### src/ssf_pkg.sv
// shared types and constants of the selectable smoothing filter
`default_nettype none

package ssf_pkg;

   localparam int COEF_BITS        = 32;
   localparam int CSR_DATA_BITS    = 32;
   localparam int CSR_INDEX_BITS   = 3;
   localparam int MODE_BITS        = 2;
   localparam int SMOOTH_BITS      = 17;
   localparam int SMOOTH_FRAC_BITS = 16;

   localparam logic [SMOOTH_BITS-1:0] SMOOTH_ONE = SMOOTH_BITS'(1) << SMOOTH_FRAC_BITS;

   localparam logic [MODE_BITS-1:0] MODE_PASS   = 2'd0;
   localparam logic [MODE_BITS-1:0] MODE_SMOOTH = 2'd1;
   localparam logic [MODE_BITS-1:0] MODE_THIRD  = 2'd2;

   localparam logic OP_FILTER  = 1'b0;
   localparam logic OP_RESTART = 1'b1;

   localparam logic [CSR_INDEX_BITS-1:0] REG_MODE      = 3'd0;
   localparam logic [CSR_INDEX_BITS-1:0] REG_SMOOTHING = 3'd1;
   localparam logic [CSR_INDEX_BITS-1:0] REG_STEP_Y    = 3'd2;
   localparam logic [CSR_INDEX_BITS-1:0] REG_DAMP_Y    = 3'd3;
   localparam logic [CSR_INDEX_BITS-1:0] REG_GAIN_Z    = 3'd4;
   localparam logic [CSR_INDEX_BITS-1:0] REG_GAIN_X    = 3'd5;
   localparam logic [CSR_INDEX_BITS-1:0] REG_INIT      = 3'd6;

   typedef enum logic [3:0] {
      ST_IDLE  = 4'b0001,
      ST_ISSUE = 4'b0010,
      ST_WAIT  = 4'b0100,
      ST_DONE  = 4'b1000
   } seq_state_type;

   typedef enum logic [4:0] {
      MAC_IDLE = 5'b00001,
      MAC_LO   = 5'b00010,
      MAC_HI   = 5'b00100,
      MAC_ADD  = 5'b01000,
      MAC_RND  = 5'b10000
   } mac_phase_type;

   typedef enum logic [5:0] {
      STEP_INIT_RATE = 6'b000001,
      STEP_SMOOTH    = 6'b000010,
      STEP_DAMP      = 6'b000100,
      STEP_LEVEL     = 6'b001000,
      STEP_RATE      = 6'b010000,
      STEP_OUT       = 6'b100000
   } step_type;

   typedef struct packed {
      logic start;
      logic frac16;
   } mac_ctl_type;

endpackage

`default_nettype wire

### src/selectable_smoothing_filter.sv
// top level: configuration registers, filter state and the step sequencer
//
// channel   direction  handshake            payload
// req       in         req_valid/req_stall  req_operation, req_sample
// rsp       out        rsp_valid/rsp_stall  rsp_filtered
// csr       in         csr_we               csr_index, csr_wdata
//
// one multiply on the shared unit runs through issue, four phases and write back
// third-order sample: four multiplies per item, first order and third-order restart: one,
// pass-through and other restarts: none
// synchronous reset clears config registers, x, y, z and control, with no clearing pass
// the result sits in an output register; a stalled rsp holds the next item in its
// final cycle and req stays stalled for the whole item
`default_nettype none

module selectable_smoothing_filter
   import ssf_pkg::*;
#(
   parameter int SAMPLE_BITS     = 24,
   parameter int COEF_FRAC_BITS  = 30,
   parameter int STATE_FRAC_BITS = 24
) (
   input  wire                                  clock,
   input  wire                                  reset,
   input  wire                                  req_valid,
   output logic                                 req_stall,
   input  wire                                  req_operation,
   input  wire logic signed [SAMPLE_BITS-1:0]   req_sample,
   output logic                                 rsp_valid,
   input  wire                                  rsp_stall,
   output logic signed [SAMPLE_BITS-1:0]        rsp_filtered,
   input  wire                                  csr_we,
   input  wire logic [CSR_INDEX_BITS-1:0]       csr_index,
   input  wire logic [CSR_DATA_BITS-1:0]        csr_wdata
);

   localparam int SB  = SAMPLE_BITS + STATE_FRAC_BITS;
   localparam int OPW = SB + 1;

   localparam logic signed [SB:0] OUT_HALF = (SB + 1)'(1) << (STATE_FRAC_BITS - 1);
   localparam logic signed [SB-1:0] ST_MAX = {1'b0, {(SB - 1){1'b1}}};
   localparam logic signed [SB-1:0] ST_MIN = {1'b1, {(SB - 1){1'b0}}};
   localparam logic signed [SAMPLE_BITS-1:0] S_MAX = {1'b0, {(SAMPLE_BITS - 1){1'b1}}};
   localparam logic signed [SAMPLE_BITS-1:0] S_MIN = {1'b1, {(SAMPLE_BITS - 1){1'b0}}};

   function automatic logic signed [OPW-1:0] ext(input logic signed [SB-1:0] a);
      return {a[SB-1], a};
   endfunction

   function automatic logic signed [SB-1:0] sat(input logic signed [OPW-1:0] a);
      logic signed [SB-1:0] r;
      if (a[OPW-1] != a[OPW-2]) begin
         r = a[OPW-1] ? ST_MIN : ST_MAX;
      end else begin
         r = a[SB-1:0];
      end
      return r;
   endfunction

   logic [MODE_BITS-1:0] mode_ff, mode_in;
   logic [SMOOTH_BITS-1:0] smoothing_ff, smoothing_in;
   logic [COEF_BITS-1:0] step_y_ff, step_y_in;
   logic [COEF_BITS-1:0] damp_y_ff, damp_y_in;
   logic [COEF_BITS-1:0] gain_z_ff, gain_z_in;
   logic [COEF_BITS-1:0] gain_x_ff, gain_x_in;
   logic signed [SAMPLE_BITS-1:0] init_ff, init_in;

   seq_state_type state_ff, state_in;
   step_type step_ff, step_in;
   logic signed [SB-1:0] x_ff, x_in;
   logic signed [SB-1:0] y_ff, y_in;
   logic signed [SB-1:0] z_ff, z_in;
   logic signed [SB-1:0] dy_ff, dy_in;
   logic signed [SB-1:0] delta_ff, delta_in;
   logic signed [SB-1:0] v_ff, v_in;
   logic rsp_valid_ff, rsp_valid_in;
   logic signed [SAMPLE_BITS-1:0] rsp_filtered_ff, rsp_filtered_in;

   mac_ctl_type mac_ctl;
   logic signed [OPW-1:0] mac_operand;
   logic [COEF_BITS-1:0] mac_coef;
   logic mac_done;
   logic signed [SB-1:0] mac_res;

   logic signed [SB-1:0] v_cur;
   logic signed [SB-1:0] iv;
   logic [SMOOTH_BITS-1:0] d_clamp;
   logic req_xfer;
   logic out_free;
   logic signed [SB:0] out_r;
   logic signed [SAMPLE_BITS:0] out_q;
   logic signed [SAMPLE_BITS-1:0] out_sat;

   assign v_cur    = {req_sample, {STATE_FRAC_BITS{1'b0}}};
   assign iv       = {init_ff, {STATE_FRAC_BITS{1'b0}}};
   assign d_clamp  = (smoothing_ff > SMOOTH_ONE) ? SMOOTH_ONE : smoothing_ff;
   assign req_xfer = req_valid && (state_ff == ST_IDLE);
   assign out_free = !rsp_valid_ff || !rsp_stall;

   // round half up to sample units, then clamp to the sample range
   assign out_r = ext(x_ff) + OUT_HALF;
   assign out_q = out_r[SB:STATE_FRAC_BITS];
   assign out_sat = (out_q[SAMPLE_BITS] != out_q[SAMPLE_BITS-1]) ?
                    (out_q[SAMPLE_BITS] ? S_MIN : S_MAX) : out_q[SAMPLE_BITS-1:0];

   // config writes
   always_comb begin
      mode_in      = mode_ff;
      smoothing_in = smoothing_ff;
      step_y_in    = step_y_ff;
      damp_y_in    = damp_y_ff;
      gain_z_in    = gain_z_ff;
      gain_x_in    = gain_x_ff;
      init_in      = init_ff;
      if (csr_we) begin
         case (csr_index)
            REG_MODE:      mode_in      = csr_wdata[MODE_BITS-1:0];
            REG_SMOOTHING: smoothing_in = csr_wdata[SMOOTH_BITS-1:0];
            REG_STEP_Y:    step_y_in    = csr_wdata[COEF_BITS-1:0];
            REG_DAMP_Y:    damp_y_in    = csr_wdata[COEF_BITS-1:0];
            REG_GAIN_Z:    gain_z_in    = csr_wdata[COEF_BITS-1:0];
            REG_GAIN_X:    gain_x_in    = csr_wdata[COEF_BITS-1:0];
            REG_INIT:      init_in      = csr_wdata[SAMPLE_BITS-1:0];
            default: begin
            end
         endcase
      end
   end

   // operand select for the shared unit
   always_comb begin
      mac_ctl.start  = (state_ff == ST_ISSUE);
      mac_ctl.frac16 = 1'b0;
      mac_operand    = ext(y_ff);
      mac_coef       = damp_y_ff;
      case (step_ff)
         STEP_INIT_RATE: begin
            mac_operand = ext(y_ff);
            mac_coef    = damp_y_ff;
         end
         STEP_SMOOTH: begin
            mac_operand    = ext(x_ff) - ext(v_ff);
            mac_coef       = COEF_BITS'(d_clamp);
            mac_ctl.frac16 = 1'b1;
         end
         STEP_DAMP: begin
            mac_operand = ext(y_ff);
            mac_coef    = damp_y_ff;
         end
         STEP_LEVEL: begin
            mac_operand = ext(dy_ff);
            mac_coef    = step_y_ff;
         end
         STEP_RATE: begin
            mac_operand = ext(delta_ff);
            mac_coef    = gain_z_ff;
         end
         STEP_OUT: begin
            mac_operand = ext(y_ff) - ext(x_ff);
            mac_coef    = gain_x_ff;
         end
         default: begin
         end
      endcase
   end

   // sequencer
   always_comb begin
      state_in        = state_ff;
      step_in         = step_ff;
      x_in            = x_ff;
      y_in            = y_ff;
      z_in            = z_ff;
      dy_in           = dy_ff;
      delta_in        = delta_ff;
      v_in            = v_ff;
      rsp_valid_in    = rsp_valid_ff && rsp_stall;
      rsp_filtered_in = rsp_filtered_ff;
      case (state_ff)
         ST_IDLE: begin
            if (req_xfer) begin
               v_in = v_cur;
               if (req_operation == OP_RESTART) begin
                  if (mode_ff == MODE_THIRD) begin
                     x_in     = iv;
                     y_in     = iv;
                     step_in  = STEP_INIT_RATE;
                     state_in = ST_ISSUE;
                  end else begin
                     x_in     = '0;
                     y_in     = '0;
                     z_in     = '0;
                     state_in = ST_DONE;
                  end
               end else if (mode_ff == MODE_SMOOTH) begin
                  step_in  = STEP_SMOOTH;
                  state_in = ST_ISSUE;
               end else if (mode_ff == MODE_THIRD) begin
                  delta_in = sat(ext(v_cur) - ext(y_ff));
                  step_in  = STEP_DAMP;
                  state_in = ST_ISSUE;
               end else begin
                  x_in     = v_cur;
                  state_in = ST_DONE;
               end
            end
         end
         ST_ISSUE: begin
            state_in = ST_WAIT;
         end
         ST_WAIT: begin
            if (mac_done) begin
               state_in = ST_DONE;
               case (step_ff)
                  STEP_INIT_RATE: begin
                     z_in = mac_res;
                  end
                  STEP_SMOOTH: begin
                     x_in = sat(ext(v_ff) + ext(mac_res));
                  end
                  STEP_DAMP: begin
                     dy_in    = sat(ext(z_ff) - ext(mac_res));
                     step_in  = STEP_LEVEL;
                     state_in = ST_ISSUE;
                  end
                  STEP_LEVEL: begin
                     y_in     = sat(ext(y_ff) + ext(mac_res));
                     step_in  = STEP_RATE;
                     state_in = ST_ISSUE;
                  end
                  STEP_RATE: begin
                     z_in     = sat(ext(z_ff) + ext(mac_res));
                     step_in  = STEP_OUT;
                     state_in = ST_ISSUE;
                  end
                  STEP_OUT: begin
                     x_in = sat(ext(x_ff) + ext(mac_res));
                  end
                  default: begin
                  end
               endcase
            end
         end
         ST_DONE: begin
            if (out_free) begin
               rsp_valid_in    = 1'b1;
               rsp_filtered_in = out_sat;
               state_in        = ST_IDLE;
            end
         end
         default: begin
            state_in = ST_IDLE;
         end
      endcase
   end

   always_ff @(posedge clock) begin
      if (reset) begin
         mode_ff      <= MODE_PASS;
         smoothing_ff <= '0;
         step_y_ff    <= '0;
         damp_y_ff    <= '0;
         gain_z_ff    <= '0;
         gain_x_ff    <= '0;
         init_ff      <= '0;
         state_ff     <= ST_IDLE;
         step_ff      <= STEP_INIT_RATE;
         x_ff         <= '0;
         y_ff         <= '0;
         z_ff         <= '0;
         rsp_valid_ff <= 1'b0;
      end else begin
         mode_ff      <= mode_in;
         smoothing_ff <= smoothing_in;
         step_y_ff    <= step_y_in;
         damp_y_ff    <= damp_y_in;
         gain_z_ff    <= gain_z_in;
         gain_x_ff    <= gain_x_in;
         init_ff      <= init_in;
         state_ff     <= state_in;
         step_ff      <= step_in;
         x_ff         <= x_in;
         y_ff         <= y_in;
         z_ff         <= z_in;
         rsp_valid_ff <= rsp_valid_in;
      end
      dy_ff           <= dy_in;
      delta_ff        <= delta_in;
      v_ff            <= v_in;
      rsp_filtered_ff <= rsp_filtered_in;
   end

   ssf_mac #(
      .STATE_BITS     (SB),
      .COEF_FRAC_BITS (COEF_FRAC_BITS)
   ) u_mac (
      .clock   (clock),
      .reset   (reset),
      .ctl     (mac_ctl),
      .operand (mac_operand),
      .coef    (mac_coef),
      .done    (mac_done),
      .result  (mac_res)
   );

   assign req_stall    = (state_ff != ST_IDLE);
   assign rsp_valid    = rsp_valid_ff;
   assign rsp_filtered = rsp_filtered_ff;

endmodule

`default_nettype wire

### src/ssf_mac.sv
// shared multiplier: rounded, saturated product of a state value and a coefficient
`default_nettype none

module ssf_mac
   import ssf_pkg::*;
#(
   parameter int STATE_BITS     = 48,
   parameter int COEF_FRAC_BITS = 30
) (
   input  wire                           clock,
   input  wire                           reset,
   input  wire mac_ctl_type              ctl,
   input  wire logic signed [STATE_BITS:0] operand,
   input  wire logic [COEF_BITS-1:0]     coef,
   output logic                          done,
   output logic signed [STATE_BITS-1:0]  result
);

   localparam int OPW  = STATE_BITS + 1;
   localparam int MAGW = (OPW > 32) ? OPW : 33;
   localparam int PW   = MAGW + COEF_BITS;

   localparam logic [PW:0] HALF_SMOOTH = (PW + 1)'(1) << (SMOOTH_FRAC_BITS - 1);
   localparam logic [PW:0] HALF_COEF   = (PW + 1)'(1) << (COEF_FRAC_BITS - 1);
   localparam logic [PW:0] LIM         = (PW + 1)'(1) << (STATE_BITS - 1);
   localparam logic signed [STATE_BITS-1:0] SMAX = {1'b0, {(STATE_BITS - 1){1'b1}}};
   localparam logic signed [STATE_BITS-1:0] SMIN = {1'b1, {(STATE_BITS - 1){1'b0}}};

   mac_phase_type phase_ff, phase_in;
   logic [MAGW-1:0] mag_ff, mag_in;
   logic neg_ff, neg_in;
   logic frac16_ff, frac16_in;
   logic [COEF_BITS-1:0] coef_ff, coef_in;
   logic [63:0] prod_ff, prod_in;
   logic [PW-1:0] acc_ff, acc_in;
   logic signed [STATE_BITS-1:0] result_ff, result_in;
   logic done_ff, done_in;

   logic [OPW-1:0] abs_op;
   logic [31:0] mul_a;
   logic [PW:0] rnd_sum;
   logic [PW:0] quot;

   assign abs_op  = operand[OPW-1] ? (~operand + 1'b1) : operand;
   assign mul_a   = (phase_ff == MAC_HI) ? 32'(mag_ff[MAGW-1:32]) : mag_ff[31:0];
   assign prod_in = mul_a * coef_ff;
   assign rnd_sum = {1'b0, acc_ff} + (frac16_ff ? HALF_SMOOTH : HALF_COEF);
   assign quot    = frac16_ff ? (rnd_sum >> SMOOTH_FRAC_BITS) : (rnd_sum >> COEF_FRAC_BITS);

   always_comb begin
      phase_in  = phase_ff;
      mag_in    = mag_ff;
      neg_in    = neg_ff;
      frac16_in = frac16_ff;
      coef_in   = coef_ff;
      acc_in    = acc_ff;
      result_in = result_ff;
      done_in   = 1'b0;
      case (phase_ff)
         MAC_IDLE: begin
            if (ctl.start) begin
               mag_in    = MAGW'(abs_op);
               neg_in    = operand[OPW-1];
               frac16_in = ctl.frac16;
               coef_in   = coef;
               phase_in  = MAC_LO;
            end
         end
         MAC_LO: begin
            phase_in = MAC_HI;
         end
         MAC_HI: begin
            acc_in   = PW'(prod_ff);
            phase_in = MAC_ADD;
         end
         MAC_ADD: begin
            acc_in   = acc_ff + (PW'(prod_ff) << 32);
            phase_in = MAC_RND;
         end
         MAC_RND: begin
            if (quot >= LIM) begin
               result_in = neg_ff ? SMIN : SMAX;
            end else if (neg_ff) begin
               result_in = -$signed(quot[STATE_BITS-1:0]);
            end else begin
               result_in = $signed(quot[STATE_BITS-1:0]);
            end
            done_in  = 1'b1;
            phase_in = MAC_IDLE;
         end
         default: begin
            phase_in = MAC_IDLE;
         end
      endcase
   end

   always_ff @(posedge clock) begin
      if (reset) begin
         phase_ff <= MAC_IDLE;
         done_ff  <= 1'b0;
      end else begin
         phase_ff <= phase_in;
         done_ff  <= done_in;
      end
      mag_ff    <= mag_in;
      neg_ff    <= neg_in;
      frac16_ff <= frac16_in;
      coef_ff   <= coef_in;
      prod_ff   <= prod_in;
      acc_ff    <= acc_in;
      result_ff <= result_in;
   end

   assign done   = done_ff;
   assign result = result_ff;

endmodule

`default_nettype wire
### config.mk
export PLATFORM = sky130hd
export DESIGN_NAME = selectable_smoothing_filter
export DESIGN_NICKNAME = d
export VERILOG_FILES = /design/src/ssf_pkg.sv /design/src/selectable_smoothing_filter.sv /design/src/ssf_mac.sv
export SDC_FILE = /design/constraint.sdc
export NUM_CORES = 2
export LEC_CHECK = 0
export ABC_AREA = 1
export CORE_MARGIN = 3
export CORE_UTILIZATION = 35
export DETAILED_ROUTE_END_ITERATION = 12
export DONT_BUFFER_PORTS = 1
export GPL_ROUTABILITY_DRIVEN = 0
export PLACE_DENSITY = 0.55
export REMOVE_ABC_BUFFERS = 1
export SETUP_SLACK_MARGIN = 0.15
export SYNTH_ARGS = -nofsm -noshare
export SYNTH_HDL_FRONTEND = slang
export SYNTH_SLANG_ARGS = --single-unit
### constraint.sdc
create_clock -name clock -period 18.6 [get_ports clock]
set_input_delay 3.72 -clock clock [delete_from_list [all_inputs] [get_ports clock]]
set_output_delay 3.72 -clock clock [all_outputs]
set_load 0.03 [all_outputs]
# Word-level counts from Yosys, hierarchy flattened
# Cells that the tools add are included.
dict set report word_totals {
  reg_bits 752
  input_bits 65
  output_inout_bits 26
  wordCells 183
}
dict set report op_classes {
  n_addsub 13
  multipliers 1
  order_cmp 2
  eq_ne 45
  mux 66
  n_bitwise 3
  n_reduce_logical 26
}
# operator count
set ops {}
lappend ops {{2-to-1 mux 48 bit} 30}
lappend ops {{one-hot mux 48 bit (2 select lines)} 5}
lappend ops {{adder 48 x 48 -> 49 bit} 4}
lappend ops {{one-hot mux 49 bit (4 select lines)} 1}
lappend ops {{subtractor 48 x 48 -> 49 bit} 4}
lappend ops {{one-hot mux 81 bit (2 select lines)} 1}
lappend ops {{one-hot mux 32 bit (4 select lines)} 1}
lappend ops {{adder 81 x 82 -> 82 bit} 1}
lappend ops {{>= comparator 82 x 48 -> 1 bit (second input constant)} 1}
lappend ops {{adder 81 bit} 1}
lappend ops {{2-to-1 mux 66 bit} 1}
lappend ops {{multiplier 32 x 32 -> 64 bit} 1}
lappend ops {{adder 48 x 25 -> 49 bit (second input constant)} 1}
lappend ops {{adder 49 x 1 -> 49 bit (second input constant)} 1}
lappend ops {{inverter 49 bit} 1}
lappend ops {{2-to-1 mux 24 bit} 2}
lappend ops {{negator 48 bit} 1}
lappend ops {{2-to-1 mux 6 bit} 6}
lappend ops {{2-to-1 mux 32 bit} 1}
lappend ops {{2-to-1 mux 30 bit} 1}
lappend ops {{2-to-1 mux 4 bit} 7}
lappend ops {{one-hot mux 5 bit (4 select lines)} 1}
lappend ops {{AND reduction 2 bit} 10}
lappend ops {{one-hot mux 6 bit (3 select lines)} 1}
lappend ops {{other kinds (43)} 72}

# Logic depth before layout (Yosys ltp)
dict set report depth {
  word_depth 6
  ltp_mapped 40
  ltp_nobuf 38
}

# Hierarchy
# Synthesis repeated with hierarchy kept, for this count alone.
dict set report unflattened {
  hier_cells 13567
  hier_area_um2 94844.7
}
# module n_inst cells_each area_each_um2 seq_area_each_um2
set by_module_without_submodules {}
lappend by_module_without_submodules {ssf_mac 1 6361 50246.9 7317.0}
lappend by_module_without_submodules {selectable_smoothing_filter 1 7206 44597.8 10850.4}

# Least setup slack after synthesis
# Ideal clock, no wire load.
dict set report synth_path {
  path_type {input-to-reg}
  from {input req_valid}
  to {register delta_ff[0] (enable)}
  setup_time_ns 0.576
  arrival_ns 8.962
  required_time_ns 18.024
  slack_ns 9.062
  stages 8
  path_cell_list {nor2_1 inv_1 nand2_1 inv_1 nand2_1 a21oi_1 nand2_1 nor4_1}
}
dict set report synth_via {
  elab_chain_cells 2
}
# element line_no
set synth_lines {}
lappend synth_lines {{start, declared} selectable_smoothing_filter.sv:25} ;# input wire req_valid,
lappend synth_lines {{logical AND 1 bit} selectable_smoothing_filter.sv:97} ;# assign req_xfer = req_valid && (state_ff == ST_IDLE);
lappend synth_lines {{AND reduction 5 bit (no source line)} -}
lappend synth_lines {{end signal, assigned} selectable_smoothing_filter.sv:288} ;# delta_ff <= delta_in;
lappend synth_lines {{end, declared} selectable_smoothing_filter.sv:74} ;# logic signed [SB-1:0] delta_ff, delta_in;
# No other way between the ends.
# A chain may end at the register's enable or synchronous reset.

# Worst setup path in the final report
dict set report layout_path {
  from {register u_mac.phase_ff[1]}
  to {register u_mac.prod_ff[58]}
}
dict set report layout_via {
  elab_chain_cells 3
}
# element line_no
set layout_lines {}
lappend layout_lines {{start, declared} ssf_mac.sv:29} ;# mac_phase_type phase_ff, phase_in;
lappend layout_lines {{start signal, assigned} ssf_mac.sv:102} ;# phase_ff <= phase_in;
lappend layout_lines {{== test 5 x 3 -> 1 bit} ssf_mac.sv:45} ;# assign mul_a = (phase_ff == MAC_HI) ? 32'(mag_ff[MAGW-1:32]) : mag_ff[31:0];
lappend layout_lines {{2-to-1 mux 32 bit} ssf_mac.sv:45}
lappend layout_lines {{multiplier 32 x 32 -> 64 bit} ssf_mac.sv:46} ;# assign prod_in = mul_a * coef_ff;
lappend layout_lines {{named net u_mac.prod_in[58]} ssf_mac.sv:34} ;# logic [63:0] prod_ff, prod_in;
lappend layout_lines {{end signal, assigned} ssf_mac.sv:109} ;# prod_ff <= prod_in;
lappend layout_lines {{end, declared} ssf_mac.sv:34}
# The timed path passes the listed nets, and every way through them passes these cells.

==> results.md <==
- Outcome: complete, no violations
- Post-DRT Antenna Nets: 0
- CP endpoint kind: flop
- Initial DRT Pass Iterations: 8
- Final non-filler cell area: roughly 100000 µm²
- Achievable Freq: 0.103 GHz
- PortBufs: 0
- Average wire per standard cell: 23.1 µm
- Die area: 272000 µm²
- Setup bufs post-CTS: 0
- Final Max Slew Viols: 0
- Htree depth: 3
- Global route overflow: 0
- CP Max Fanout: 35
- Worst Reg-to-Reg Cells: 34
- Number of max-cap violations: 0
- Synth Cell Area: 93000 µm²
- Clock-pin slew on the worst setup and hold paths: ~0.06 ns
- Gate Count Post-Synth: 13187
- Nets@finish: 14554
- Worst flop-to-flop path endpoint: u_mac.prod_ff[58]
- Sw Ratio: 0.466
- Crit path kind: flop to flop
- Pwr Total: 8150 µW
- Required time worst endpoint: 19.18 ns
- Comb pwr share: 0.514
- Worst Hold Class: flop to flop
- Die span in x: 522 µm
- Library cells used by synthesis: 79
- Pre-CTS setup slack: 9.05 ns
- Part of the power in the clock network: 0.235
- Initial antenna violation count: 17
- Post-synthesis register bit count: 737
- Post-synth ARST share: 0
- Starting Density: 0.353
- Reg2reg start: u_mac.phase_ff[1]
- Io pins: 91
- Row count: 188
- DRT Wirelength: 383 mm
- Clk root buf: clkbuf_16
- Crit path from: u_mac.phase_ff[1]
- Post-Place Cell Area: 96700 µm²
- Commonest non-fill, non-tap cell in the layout: nand2_1
- Post-CTS Hold Buffers: 0
- Crit path arrival time: 10.28 ns
- Global Route Usage Sum: 0.276
- Iter 0 DRT Violations: 9473
- P_leak: about 0.048 µW
- Clock Sinks: 737
- Crit path time final: 9.70 ns
- Worst slew pin tran: 1.24 ns
- VDD IR max: 0.000134 V
- Internal power: 4350 µW
- P&R area growth vs syn: 7.33%
- CP delay by family, top: adder cells
- Sequential fraction of design power: 0.251
- Vias in the first global route: 85254
- Pwr dens: slightly above 80 nW/µm²
- Final worst path period share: 0.521
- Max incr delay on CP: 0.97 ns
- R2R Setup Slk: 8.90 ns
- Main synth FF type: dfxtp_1
- Via count: a little under 90000
- RSZ-0062 raised after global routing: false
- Layout cells sized above 1: 0.0377
- Post-synth EDFFs: 341
- Sequential area share after synthesis: 0.195
- Via density: 5.38
- Final hold viol count: 0
- Fin worst setup slack: 8.90 ns
- Slew headroom: 0.170
- Sw power: ~3800 µW
- Post-Route Skew: 0.0456 ns
- Stages on the worst setup path: 34
- Clk_lat worst skew: between 0.7 and 0.8 ns
- Synth warn: 0
- DP Wirelength: around 310 mm
- Fillers: 28541
- Die extent in y: 522 µm
- Setup TNS: 0 ns
- Global-route wire length before repair: 563 mm
- Critical Path Sink: u_mac.prod_ff[58]
- Core ar.: 263000 µm²
- Post-cts sizing count: 0
- Average cell area after synthesis: between 7 and 8 µm²
- Largest net degree at the start of global routing: 131
- Clk buf depth: 3
- Crit path launch type: flop
- Most frequent cells in the layout: nand2_1, inv_1, nor2_1, fa_1, a21oi_1
- Slowest cell on the critical path: clkinv_1
- Final setup fails: 0
- WP buf/inv: 10
- CTS Buf Count: between 80 and 90
- CTS tree: yes
- DRC viols: 0
[power groups by stage]
stage / Clock, µW / Sequential (µW) / Combinational [µW]
floorplan: 0 / 1980 / 2790
detailed placement: 0 / 2070 / 4090
CTS: 1940 / 2040 / 4130
finish: 1910 / 2050 / 4190
global placement: 0 / 2070 / 4110
global route: 2000 / 2040 / 4600
[worst min path at each step]
stage / from / end / slack [ns] / cells after the start
2_1_floorplan: damp_y_ff[10] / damp_y_ff[10] / 0.43 / 2
3_3_place_gp: damp_y_ff[3] / damp_y_ff[3] / 0.43 / 2
3_5_place_dp: damp_y_ff[3] / damp_y_ff[3] / 0.44 / 2
4_1_cts: damp_y_ff[3] / damp_y_ff[3] / 0.45 / 2
5_1_grt: damp_y_ff[31] / damp_y_ff[31] / 0.46 / 2
6_report: damp_y_ff[3] / damp_y_ff[3] / 0.44 / 2
[cell type report]
| class | count | area, µm² | area share |
|---|---|---|---|
| sequential | 737 | 18200 | 0.182 |
| antenna | 11 | 27.5 | 0.000276 |
| clock buffer | 110 | 2460 | 0.0246 |
| clock inverter | 57 | 704 | 0.00705 |
| multi-input combinational | 9789 | 64800 | 0.649 |
| tap | 3515 | 4400 | 0.0440 |
| timing repair buffer | 138 | 1040 | 0.0104 |
| inverter | 2199 | 8270 | 0.0828 |
[cells by family after synthesis]
| family | count (synthesis) | synth area share |
|---|---|---|
| fa+ha+maj | 1535 | 0.279 |
| flops | 737 | 0.195 |
| compound gates | 2057 | 0.121 |
| xor+xnor | 416 | 0.0392 |
| buf+inv | 2661 | 0.110 |
| simple gates | 5781 | 0.255 |
[sequential cells by signal, summed over array words and instances (netlist names), 48 cells and up]
signal / count
u_mac.result: 48
z_ff: 48
y_ff: 48
dy_ff: 48
x_ff: 48
u_mac.mag_ff: 49
delta_ff: 48
u_mac.prod_ff: 64
u_mac.acc_ff: 66
[cells in the mapped netlist, types with 11 or more instances]
cell type     n  share of area
a211oi_1     22         0.0018
a21boi_0     24         0.0019
a21o_1       39         0.0031
a21oi_1     840          0.045
a221oi_1     22         0.0021
a31oi_1      92         0.0062
buf_1        27         0.0011
buf_2        55         0.0030
buf_4        18         0.0015
clkbuf_1    348          0.014
clkinv_1     26         0.0010
dfxtp_1     396          0.085
edfxtp_1    341           0.11
fa_1        904           0.19
ha_1        631          0.085
inv_1      2145          0.087
inv_2        26         0.0010
nand2_1    2921           0.12
nand2_2      27         0.0018
nand3_1     497          0.027
nand3b_1     46         0.0037
nand4_1     136         0.0091
nor2_1     1879          0.076
nor2_2       20         0.0013
nor3_1      117         0.0063
nor3_2       11         0.0012
nor4_1       36         0.0024
o211ai_1     19         0.0015
o21a_1       36         0.0029
o21ai_0     768          0.041
o21ai_1      73         0.0039
o21bai_1     43         0.0035
or2_2        31         0.0021
xnor2_1     139          0.013
xor2_1      277          0.026
[through the flow]
step,utilization,hold WS [ns],cells
2_1_floorplan,-,0.426,12725
3_3_place_gp,0.367,0.431,16378
3_5_place_dp,0.367,0.435,16378
4_1_cts,0.379,0.445,16545
5_1_grt,0.379,0.457,16546
6_report,0.379,0.444,16556
[routing by layer]
layer  global-route usage  wire (µm)  part of all wire  vias to the layer above
met4                0.158      26400             0.069                        4
met3               0.0461      34100             0.089                      945
met1                0.367     158000              0.41                    42670
met5                    0         29          0.000076                        -
met2                0.422     165000              0.43                     4198
li1                     -          -                 -                    41222
[worst reg2reg max path, delay by kind of cell, from the launching register on]
kind | cells | cell delay [ns]
xor+xnor | 1 | 0.14
compound gates | 3 | 0.72
flops | 1 | 0.32
buf+inv | 10 | 2.17
simple gates | 12 | 2.27
fa+ha+maj | 8 | 3.95
No activity file was read; power rests on OpenSTA's default activity.
